===== src/hw/rtl/mmn_pkg.sv =====
// Shared types and constants for the motor mix normalizer.
`timescale 1ns / 1ps
package mmn_pkg;

  localparam int NUM_MOTORS = 4;
  localparam int FRAC_BITS  = 14;
  localparam int CMD_W      = 16;
  localparam int COEF_W     = 16;
  localparam int MIX_W      = 3 * COEF_W;
  localparam int PROD_W     = CMD_W + COEF_W;
  localparam int SUM_W      = 19;
  localparam int RANGE_W    = 20;
  localparam int OUT_W      = 20;
  localparam int QUO_W      = 20;
  localparam int COUNT_W    = 3;
  localparam int IDX_W      = 3;
  localparam int LANE_LAT   = 2;
  localparam int MERGE_LAT  = 1;
  localparam int DIV_LAT    = QUO_W + 1;
  localparam int LATENCY    = LANE_LAT + MERGE_LAT + DIV_LAT;

  localparam logic [RANGE_W-1:0] ONE     = RANGE_W'(1 << FRAC_BITS);
  localparam logic [QUO_W-1:0]   POS_LIM = QUO_W'((1 << (OUT_W - 1)) - 1);
  localparam logic [QUO_W-1:0]   NEG_LIM = QUO_W'(1 << (OUT_W - 1));

  localparam logic [IDX_W-1:0] REG_MOTOR_COUNT = 3'd0;
  localparam logic [IDX_W-1:0] REG_MIX0        = 3'd1;
  localparam logic [IDX_W-1:0] REG_MIX1        = 3'd2;
  localparam logic [IDX_W-1:0] REG_MIX2        = 3'd3;
  localparam logic [IDX_W-1:0] REG_MIX3        = 3'd4;

  typedef struct packed {
    logic signed [CMD_W-1:0] roll;
    logic signed [CMD_W-1:0] pitch;
    logic signed [CMD_W-1:0] yaw;
  } cmd_vec_t;

  typedef logic signed [SUM_W-1:0] sum_t;
  typedef logic [RANGE_W-1:0]      range_t;
  typedef logic signed [OUT_W-1:0] out_t;

endpackage


===== src/hw/rtl/mmn_lane.sv =====
// One mixing lane: three command-coefficient products and their sum.
`timescale 1ns / 1ps
module mmn_lane import mmn_pkg::*; (
  input  logic              clk,
  input  cmd_vec_t          cmd,
  input  logic [MIX_W-1:0]  mix,
  output sum_t              sum
);

  logic signed [COEF_W-1:0] c_roll, c_pitch, c_yaw;
  logic signed [PROD_W-1:0] p_roll_r, p_pitch_r, p_yaw_r;
  logic signed [PROD_W-1:0] s_roll, s_pitch, s_yaw;
  sum_t                     sum_r, sum_nxt;

  assign c_roll  = mix[COEF_W-1:0];
  assign c_pitch = mix[2*COEF_W-1:COEF_W];
  assign c_yaw   = mix[3*COEF_W-1:2*COEF_W];

  assign s_roll  = p_roll_r >>> FRAC_BITS;
  assign s_pitch = p_pitch_r >>> FRAC_BITS;
  assign s_yaw   = p_yaw_r >>> FRAC_BITS;
  assign sum_nxt = SUM_W'(s_roll) + SUM_W'(s_pitch) + SUM_W'(s_yaw);

  always_ff @(posedge clk) begin
    p_roll_r  <= cmd.roll * c_roll;
    p_pitch_r <= cmd.pitch * c_pitch;
    p_yaw_r   <= cmd.yaw * c_yaw;
    sum_r     <= sum_nxt;
  end

  assign sum = sum_r;

endmodule


===== config.mk =====
export PLATFORM = sky130hd
export DESIGN_NAME = mmn_lane
export DESIGN_NICKNAME = d
export VERILOG_FILES = /design/src/hw/rtl/mmn_pkg.sv /design/src/hw/rtl/mmn_lane.sv
export SDC_FILE = /design/constraint.sdc
export NUM_CORES = 2
export LEC_CHECK = 0
export BUFFER_PORTS_ARGS = -buffer_cell sky130_fd_sc_hd__buf_2
export CAP_MARGIN = 20
export CORE_MARGIN = 4
export CORE_UTILIZATION = 58
export CTS_CLUSTER_DIAMETER = 40
export CTS_CLUSTER_SIZE = 20
export DETAILED_ROUTE_END_ITERATION = 8
export HOLD_SLACK_MARGIN = 0.1
export PLACE_DENSITY = 0.75
export SETUP_SLACK_MARGIN = 0.4
export SLEW_MARGIN = 0
export SYNTH_ARGS = -nofsm -noshare
export SYNTH_HDL_FRONTEND = slang
export SYNTH_SLANG_ARGS = --single-unit

===== constraint.sdc =====
create_clock -name clk -period 10.64 [get_ports clk]
set_clock_uncertainty 0.2 [all_clocks]
set_input_delay 0.532 -clock clk [delete_from_list [all_inputs] [get_ports clk]]
set_output_delay 0.532 -clock clk [all_outputs]
set_load 0.02 [all_outputs]

==> results.cfg <==
[run_status]
outcome = completed

[finish]
multi_input_area_mm2 = 0.0257
diodes = 0
final_cell_mix = inv_1 (859), fa_1 (802), nand2_1 (370), and2_1 (368), ha_1 (254)
ff_latch_area_mm2 = 0.00146
drive_gt1_share_pct = 4.42
mostFrequentLayoutCell = inv_1
final_nets = 4433
syn_to_final_growth_pct = 4.43
fill_cells = 4422

[setup_path]
crit_path_end_kind = register
path_max_fanout = 16
ff2ff_path_depth = 12
r2r_end = sum[17]$_DFF_P_
path_class = input port to register
arrival_ps = 6620
worstPathRequired_ps = 10650
start_kind = input port
rrSetupSlack_ps = 6950
regToRegStartpoint = p_yaw_r[15]$_DFF_P_
critPathSlowestCell = fa_1
path_cells = buf_2 > nand2_1 > inv_1 > fa_1 > fa_1 > fa_1 > fa_1 > fa_1 > inv_1 > fa_1 > inv_1 > ha_1 > and4_1 > or3b_1 > o2111ai_1 > nand2_1 > o21ai_2 > a221oi_1 > xnor2_1
crit_path_frequent_cell = fa_1
max_stage_delay_ps = 940

[sta]
slew_headroom_pct = 51.8
finalWorstSetupSlack_ps = 4030
worst_slew_pin_slew_ps = 716
drv_slew = 0
finalSetupViolations = 0
hold_viol_final = 0
grt_setup_unrepaired = no
fin_hold_ws_ps = 399
setup_tns_ps = 0
finalCriticalPeriod_ps = 6610
period_share_pct = 62.1
fmax_ghz = 0.151

[clocking]
clkTransAtPathRegs_ps = 60
postCtsSetupRepairBufs = 0
cts_sinks = 73
hold_buffers = 0
cts_resized = 0
htree_num_levels = 3
numCtsBuffers = 9
clkLatencyLatePin_ps = 330
cts_tree = built
clockRootBuffer = clkbuf_16
cts.path.max_buffers = 2

[logic_synthesis]
ys_types = 64
synth.avg_cell_area_um2 = 9.47
synth-seq-cells = 73
syn_nets = 4404
synth_edf_count = 0
async_reset_ff_share_pct = 0
syn_area_mm2 = 0.0308
synth_seq_area_share_pct = 4.75
synthCells = 3251
ys.flop_type = dfxtp_1
ys_warn_count = 0

[global_routing]
antenna_found_initial = 0
track_usage_pct = 25.1
grt_overflow = 0
grt_pass1_vias = 23469
grt_start_max_net_pins = 17
grt_pass1_wl_um = 115000

[worst_hold_path]
hp-class = register to register
min_to = sum[0]$_DFF_P_
hold_start = p_pitch_r[14]$_DFF_P_
hold_depth = 3

[detailed_routing]
drt_iter0_drc = 1070
drc = 0
firstDrtPassIters = 7
drt-total-wl_um = 66200
routed_via_density = 5.29
num_vias = 21017
wl_per_cell_um = 16.7
ant_nets = 0

[floorplan]
core_area_mm2 = 0.0526
dieHeight_um = 238
dieArea_mm2 = 0.0568
initial_utilization_pct = 58.6
rows = 84
pin_count = 116
die_x_um = 238

[run]
cap_violations = 0

[place]
place_ws_ps = 3690
port_buffers = 115
hpwl_um = 56100
gp_congestion = 0.877
==> metal layers <==
| metal | vias to the layer above | wire [µm] | track usage [%] |
|---|---|---|---|
| met5 | - | 0 | 0 |
| met4 | 0 | 2500 | 8.07 |
| met3 | 153 | 3380 | 3.26 |
| met2 | 582 | 33900 | 43.4 |
| met1 | 10808 | 26500 | 33.1 |
| li1 | 9474 | - | - |
==> cells by family after synthesis <==
| kind of cell | count (synthesis) | synth area share [%] |
|---|---|---|
| buffers and inverters | 956 | 11.7 |
| xor gates and xnor gates | 90 | 2.56 |
| and+or+nand+nor | 902 | 14.7 |
| adders and majority gates | 1056 | 62.5 |
| AOI/OAI and AO/OA | 174 | 3.90 |
| DFF | 73 | 4.75 |
==> cell usage after synthesis, types with 3 or more instances <==
library cell / n / area share [%]
clkbuf_1: 94 / 1.1
xnor2_1: 75 / 2.1
buf_1: 3 / 0.037
a21o_1: 25 / 0.61
dfxtp_1: 73 / 4.7
nor2_1: 74 / 0.90
a221oi_1: 4 / 0.11
nand2_1: 370 / 4.5
nor2b_1: 4 / 0.081
fa_1: 802 / 52
nand4_1: 8 / 0.16
a31oi_1: 5 / 0.10
and3_1: 11 / 0.22
and2_1: 368 / 7.5
nor3_1: 23 / 0.37
o31ai_1: 5 / 0.12
a2111oi_0: 3 / 0.085
nand3_1: 8 / 0.13
o21bai_1: 8 / 0.20
a21oi_1: 47 / 0.76
a211oi_1: 10 / 0.24
inv_1: 859 / 10
o21ai_0: 25 / 0.41
or3_1: 4 / 0.081
xor2_1: 15 / 0.43
o211ai_1: 4 / 0.098
o21a_1: 10 / 0.24
ha_1: 254 / 10
nand2b_1: 17 / 0.35
==> registers in the layout (all words and copies together), names as in the netlist <==
register and flops:
sum 19, p_roll_r 18, p_pitch_r 18, p_yaw_r 18
==> critical path: cells and delay by family <==
family / cells / cell delay (ps)
buf+inv: 4 / 520
compound gates: 3 / 700
simple gates: 4 / 900
xor+xnor: 1 / 140
fa+ha+maj: 7 / 3830
==> worst max path at each step <==
stage                     startpoint  cells past startpoint                     to  slack (ps)
after floorplan              cmd[31]                     19  p_pitch_r[31]$_DFF_P_        4290
after global placement       cmd[31]                     19  p_pitch_r[31]$_DFF_P_        3820
after detailed placement     cmd[31]                     19  p_pitch_r[31]$_DFF_P_        3690
after CTS                    cmd[31]                     19  p_pitch_r[31]$_DFF_P_        4040
after global routing         mix[33]                     20    p_yaw_r[31]$_DFF_P_        3660
final                        cmd[31]                     19  p_pitch_r[31]$_DFF_P_        4030
==> metrics by stage <==
step | cells | area (µm²) | util (%)
after floorplan | 3251 | 30800 | -
after CTS | 3971 | 32200 | 61.2
after global placement | 3957 | 31900 | 60.6
final | 3971 | 32200 | 61.2
after detailed placement | 3957 | 31900 | 60.6
after global routing | 3971 | 32200 | 61.2
==> cell type report <==
type                       instances  area share [%]
inverter                         859            10.0
timing repair buffer             115            1.79
clock inverter                     4           0.167
clock buffer                      10           0.743
sequential                        73            4.54
multi-input combinational       2222            80.1
tap                              688            2.68
Power is not shown: default switching activity piles up to over one toggle a cycle in this logic, so the estimate is an artifact.
