<file path="config.mk">
export PLATFORM = sky130hd
export DESIGN_NAME = mmn_div
export DESIGN_NICKNAME = d
export VERILOG_FILES = /design/src/hw/rtl/mmn_pkg.sv /design/src/hw/rtl/mmn_div.sv
export SDC_FILE = /design/constraint.sdc
export NUM_CORES = 2
export LEC_CHECK = 0
export ABC_AREA = 1
export BUFFER_PORTS_ARGS = -buffer_cell sky130_fd_sc_hd__buf_2
export CORE_ASPECT_RATIO = 1.25
export CORE_MARGIN = 2
export CORE_UTILIZATION = 50
export CTS_CLUSTER_SIZE = 10
export DETAILED_ROUTE_END_ITERATION = 10
export PLACE_DENSITY = 0.65
export SLEW_MARGIN = 20
export SYNTH_ARGS = -nofsm -noshare
export SYNTH_HDL_FRONTEND = slang
export SYNTH_SLANG_ARGS = --single-unit
</file>
<file path="constraint.sdc">
create_clock -name clk -period 3.6 [get_ports clk]
set_input_delay 0.18 -clock clk [delete_from_list [all_inputs] [get_ports clk]]
set_output_delay 0.18 -clock clk [all_outputs]
set_load 0.02 [all_outputs]
</file>
<file path="src/hw/rtl/mmn_pkg.sv">
// Shared types and constants for the motor mix normalizer.
`timescale 1ns / 1ps
package mmn_pkg;

  localparam int NUM_MOTORS = 4;
  localparam int FRAC_BITS  = 14;
  localparam int CMD_W      = 16;
  localparam int COEF_W     = 16;
  localparam int MIX_W      = 3 * COEF_W;
  localparam int PROD_W     = CMD_W + COEF_W;
  localparam int SUM_W      = 19;
  localparam int RANGE_W    = 20;
  localparam int OUT_W      = 20;
  localparam int QUO_W      = 20;
  localparam int COUNT_W    = 3;
  localparam int IDX_W      = 3;
  localparam int LANE_LAT   = 2;
  localparam int MERGE_LAT  = 1;
  localparam int DIV_LAT    = QUO_W + 1;
  localparam int LATENCY    = LANE_LAT + MERGE_LAT + DIV_LAT;

  localparam logic [RANGE_W-1:0] ONE     = RANGE_W'(1 << FRAC_BITS);
  localparam logic [QUO_W-1:0]   POS_LIM = QUO_W'((1 << (OUT_W - 1)) - 1);
  localparam logic [QUO_W-1:0]   NEG_LIM = QUO_W'(1 << (OUT_W - 1));

  localparam logic [IDX_W-1:0] REG_MOTOR_COUNT = 3'd0;
  localparam logic [IDX_W-1:0] REG_MIX0        = 3'd1;
  localparam logic [IDX_W-1:0] REG_MIX1        = 3'd2;
  localparam logic [IDX_W-1:0] REG_MIX2        = 3'd3;
  localparam logic [IDX_W-1:0] REG_MIX3        = 3'd4;

  typedef struct packed {
    logic signed [CMD_W-1:0] roll;
    logic signed [CMD_W-1:0] pitch;
    logic signed [CMD_W-1:0] yaw;
  } cmd_vec_t;

  typedef logic signed [SUM_W-1:0] sum_t;
  typedef logic [RANGE_W-1:0]      range_t;
  typedef logic signed [OUT_W-1:0] out_t;

endpackage

</file>
<file path="src/hw/rtl/mmn_div.sv">
// Pipelined restoring divider: sum scaled by one over range, saturated.
`timescale 1ns / 1ps
module mmn_div import mmn_pkg::*; (
  input  logic   clk,
  input  sum_t   sum,
  input  range_t range,
  input  logic   active,
  output out_t   result
);

  localparam int REM_W = RANGE_W + QUO_W;

  logic [SUM_W-1:0]   mag;
  logic [REM_W-1:0]   rem_s [QUO_W];
  logic [QUO_W-1:0]   q_s   [QUO_W];
  range_t             den_s [QUO_W];
  logic               neg_s [QUO_W];
  logic               act_s [QUO_W];
  logic [REM_W-1:0]   rem_r [QUO_W];
  logic [QUO_W-1:0]   q_r   [QUO_W];
  range_t             den_r [QUO_W];
  logic               neg_r [QUO_W];
  logic               act_r [QUO_W];
  logic [QUO_W-1:0]   q_fin;
  out_t               res_r, res_nxt;

  assign mag = sum[SUM_W-1] ? SUM_W'(-sum) : SUM_W'(sum);

  assign rem_s[0] = REM_W'(mag) << FRAC_BITS;
  assign q_s[0]   = '0;
  assign den_s[0] = range;
  assign neg_s[0] = sum[SUM_W-1];
  assign act_s[0] = active;

  for (genvar i = 0; i < QUO_W; i++) begin : g_stage
    localparam int B = QUO_W - 1 - i;
    logic [REM_W-1:0] trial;
    logic             ge;
    if (i > 0) begin : g_link
      assign rem_s[i] = rem_r[i-1];
      assign q_s[i]   = q_r[i-1];
      assign den_s[i] = den_r[i-1];
      assign neg_s[i] = neg_r[i-1];
      assign act_s[i] = act_r[i-1];
    end
    assign trial = REM_W'(den_s[i]) << B;
    assign ge    = rem_s[i] >= trial;
    always_ff @(posedge clk) begin
      rem_r[i] <= ge ? rem_s[i] - trial : rem_s[i];
      q_r[i]   <= q_s[i] | (QUO_W'(ge) << B);
      den_r[i] <= den_s[i];
      neg_r[i] <= neg_s[i];
      act_r[i] <= act_s[i];
    end
  end

  assign q_fin = q_r[QUO_W-1];

  always_comb begin
    if (!act_r[QUO_W-1]) begin
      res_nxt = '0;
    end else if (neg_r[QUO_W-1]) begin
      res_nxt = (q_fin > NEG_LIM) ? OUT_W'(-NEG_LIM) : OUT_W'(-q_fin);
    end else begin
      res_nxt = (q_fin > POS_LIM) ? OUT_W'(POS_LIM) : OUT_W'(q_fin);
    end
  end

  always_ff @(posedge clk) begin
    res_r <= res_nxt;
  end

  assign result = res_r;

endmodule

</file>
==> results.sh <==
export IMPL_outcome="finished clean"
export IMPL_met3WireLength_um=10490
export IMPL_die_area_um2=134000
export IMPL_drt_total_wl_um=213000
export IMPL_hpwl_um=176800
export IMPL_ant_nets=0
export IMPL_wl_met2_um=102000
export IMPL_critPathMostFrequentCell="nand2_1"
export IMPL_period_share=0.9373
export IMPL_finClkSkew_ps=38.03
export IMPL_crit_type="input port to register"
export IMPL_post_cts_buffers=0
export IMPL_syn2layout_area_growth_pct=10.45
export IMPL_cp_start_kind="input port"
export IMPL_crit_chain="dlygate4sd3_1, buf_2, inv_1, nand2_1, or2_2, nor2_1, nand2_1, nor2_1, nand2_1, dlygate4sd3_1, nand3b_1, nand2_1, ha_1, a21oi_1, o21a_1, nand2_1, a21boi_0, nand2_1, nor2_1, buf_6, nor2_1"
export IMPL_grt_max_degree=52
export IMPL_ys_ff_latch=1235
export IMPL_timing_rr_end="rem_r[17][10]"
export IMPL_drt_iter0_drc=4483
export IMPL_cts_buffer_depth=3
export IMPL_syn_nets=10030
export IMPL_rrSetupSlack_ps=660
export IMPL_synth_top_area_share=0.3773
export IMPL_setup_viol=0
export IMPL_hold_violations=0
export IMPL_syn_inst=9576
export IMPL_die_w_um=327.8
export IMPL_via_count=60200
export IMPL_finalSetupTns_ps=0
export IMPL_r2r_start="den_r[16][3]"
export IMPL_hold_path_end="den_r[0][11]"
export IMPL_synth_top_cell_by_area="dfxtp_1"
export IMPL_cts_sinks=1235
export IMPL_relSlewSlack=0.4092
export IMPL_top_level_ports=61
export IMPL_first_global_vias=58370
export IMPL_max_freq_mhz=296.4
export IMPL_start_util=0.5033
export IMPL_grt_usage=0.3151
export IMPL_crit_slowest_cell="dlygate4sd3_1"
export IMPL_slowest_delay_ps=560
export IMPL_worstHoldStart="range[11]"
export IMPL_yosysUniqueCellTypes=53
export IMPL_rr_worst_depth=14
export IMPL_power_leakage_uw=0.03651
export IMPL_maxCapViolCount=0
export IMPL_ys_seq_area_frac=0.3773
export IMPL_m1WireLength_um=88790
export IMPL_ir_worst_vdd_uv=502.5
export IMPL_drive_above_1_share=0.04616
export IMPL_cp_max_fo=15
export IMPL_ff_latch_area_um2=24720
export IMPL_dr_pass1_iters=7
export IMPL_design_core_area_um2=130200
export IMPL_gp_congestion=0.9892
export IMPL_path_clk_slew_ps=50
export IMPL_pwr_density_cell_nw_per_um2=874.5
export IMPL_viasPerCell=5.217
export IMPL_min_path_cells=2
export IMPL_htreeDepth=4
export IMPL_numCtsBuffers=147
export IMPL_fill_cells=12880
export IMPL_yosysWarnings=0
export IMPL_dpl_cell_count=11290
export IMPL_fin_nets=10220
export IMPL_cts_tree="done"
export IMPL_ys_top_cells_by_area="dfxtp_1 (38%), nand2_1 (17%), inv_1 (8.9%), ha_1 (7.5%), nor2_1 (5.1%)"
export IMPL_fin_crit_ps=3374
export IMPL_hold_path_class="input port to register"
export IMPL_die_y_um=408.7
export IMPL_clock_latency_ps=810
export IMPL_required_ps=4280
export IMPL_rows=148
export IMPL_grt_setup_unrepaired="no"
export IMPL_avgSynthCellArea_um2=6.843
export IMPL_grt_pass1_wl_um=327200
export IMPL_port_buffers=60
export IMPL_final_cells=11540
export IMPL_drc_errors=0
export IMPL_grt_remaining_overflow=0
export IMPL_cp_arrival_ps=4050
export IMPL_multi_input_area_um2=34170
export IMPL_slew_violations=0
export IMPL_cp_end_kind="register"
export IMPL_wl_per_cell_um=18.45
export IMPL_maxUsedRoutingLayer="met5"
export IMPL_syn_area_um2=65530
export IMPL_tightest_slew_ps=883.9
export IMPL_p_total_uw=63290
export IMPL_antenna_found_initial=9
export IMPL_root_buffer="clkbuf_16"
==> metrics by stage <==
step	hold slack, ps	cell area (µm²)	setup slack [ps]	util
after floorplan	207.7	65530	1037	-
after global placement	284.7	67490	473.5	0.5184
after global routing	37.95	72370	3.498	0.5559
after CTS	1.282	72370	320.2	0.5559
after detailed placement	289.5	67490	544.3	0.5184
final	39.08	72370	225.6	0.5559
==> kinds of logic (layout without fill, tap and decap cells) <==
family,count (synthesis),after routing,share of synthesized area
simple gates,4889,4889,0.3119
buf+inv,1665,1902,0.1012
flops,1235,1235,0.3773
compound gates,1081,1081,0.08927
fa+ha+maj,414,414,0.08123
xor+xnor,292,292,0.03903
other cells,0,1,0
==> layout make-up <==
| cell class | instances | share of cell area |
|---|---|---|
| diodes | 1 | 0.00003458 |
| clock buffers | 171 | 0.05415 |
| clock inverters | 22 | 0.005498 |
| inverters | 1564 | 0.08126 |
| multi-input cells | 6676 | 0.4721 |
| flip-flops and latches | 1235 | 0.3416 |
| well taps | 1725 | 0.02982 |
| repair buffers | 145 | 0.01547 |
==> layer usage <==
layer / up-vias / GRT usage
met5: - / 0
met3: 484 / 0.03698
met4: 2 / 0.1601
li1: 30470 / -
met2: 1770 / 0.5446
met1: 27470 / 0.3843
==> power breakdown <==
group,switching (µW),internal (µW),leakage [µW]
logic,19100,9830,0.0241
registers,3410,17400,0.0103
clock network,5770,7790,0.00210
total,28300,35000,0.0365
==> timing repair <==
item	4_1_cts	5_1_grt
hold endpoints to repair	48	0
hold buffers	56	0
endpoints found under the setup margin	0	13
gates resized for setup	0	1
==> cells in the final DEF, fill, tap and decap left out, drive strengths merged, types with 56 or more instances in the layout <==
master / synthesis / final
nand4: 207 / 207
a21oi: 547 / 547
xor2: 125 / 125
clkbuf: 7 / 171
buf: 94 / 89
xnor2: 167 / 167
dlygate4sd3: 0 / 56
inv: 1564 / 1571
nor3: 107 / 107
nand3: 550 / 550
nand3b: 58 / 58
dfxtp: 1235 / 1235
o21ai: 466 / 466
nor2: 912 / 912
nand2: 2985 / 2985
ha: 395 / 395
==> state kept, by name, summed over array words and instances, names as in the netlist <==
signal and cells:
q_r 210, act_r 20, neg_r 20, den_r 380
rem_r 585, result 20
==> synth_stat cells (all sizes together) <==
cell type	count
a2111oi	1
a21boi	9
a21o	8
a21oi	547
a31oi	7
and2	11
and3	9
buf	94
clkbuf	7
dfxtp	1235
fa	19
ha	395
inv	1564
nand2	2985
nand3	550
nand3b	58
nand4	207
nor2	912
nor2b	2
nor3	107
nor3b	6
nor4	23
o211ai	5
o21a	14
o21ai	466
o21bai	23
o22ai	1
or2	19
xnor2	167
xor2	125
==> worst max path at each step <==
stage | start | end | slack (ps)
finish | sum[10] | rem_r[0][39] | 230
global route | sum[10] | rem_r[0][32] | 3
CTS | sum[10] | rem_r[0][39] | 320
detailed placement | sum[0] | rem_r[0][32] | 540
global placement | sum[10] | rem_r[0][32] | 470
floorplan | sum[1] | rem_r[0][32] | 1040
==> critical path: cells and delay by family <==
family                     cells  cell delay [ps]
AOI/OAI and AO/OA              3              640
adders and majority gates      1              330
buffers and inverters          5             1540
and+or+nand+nor               12             1360
Power figures use the tool's default switching activity.
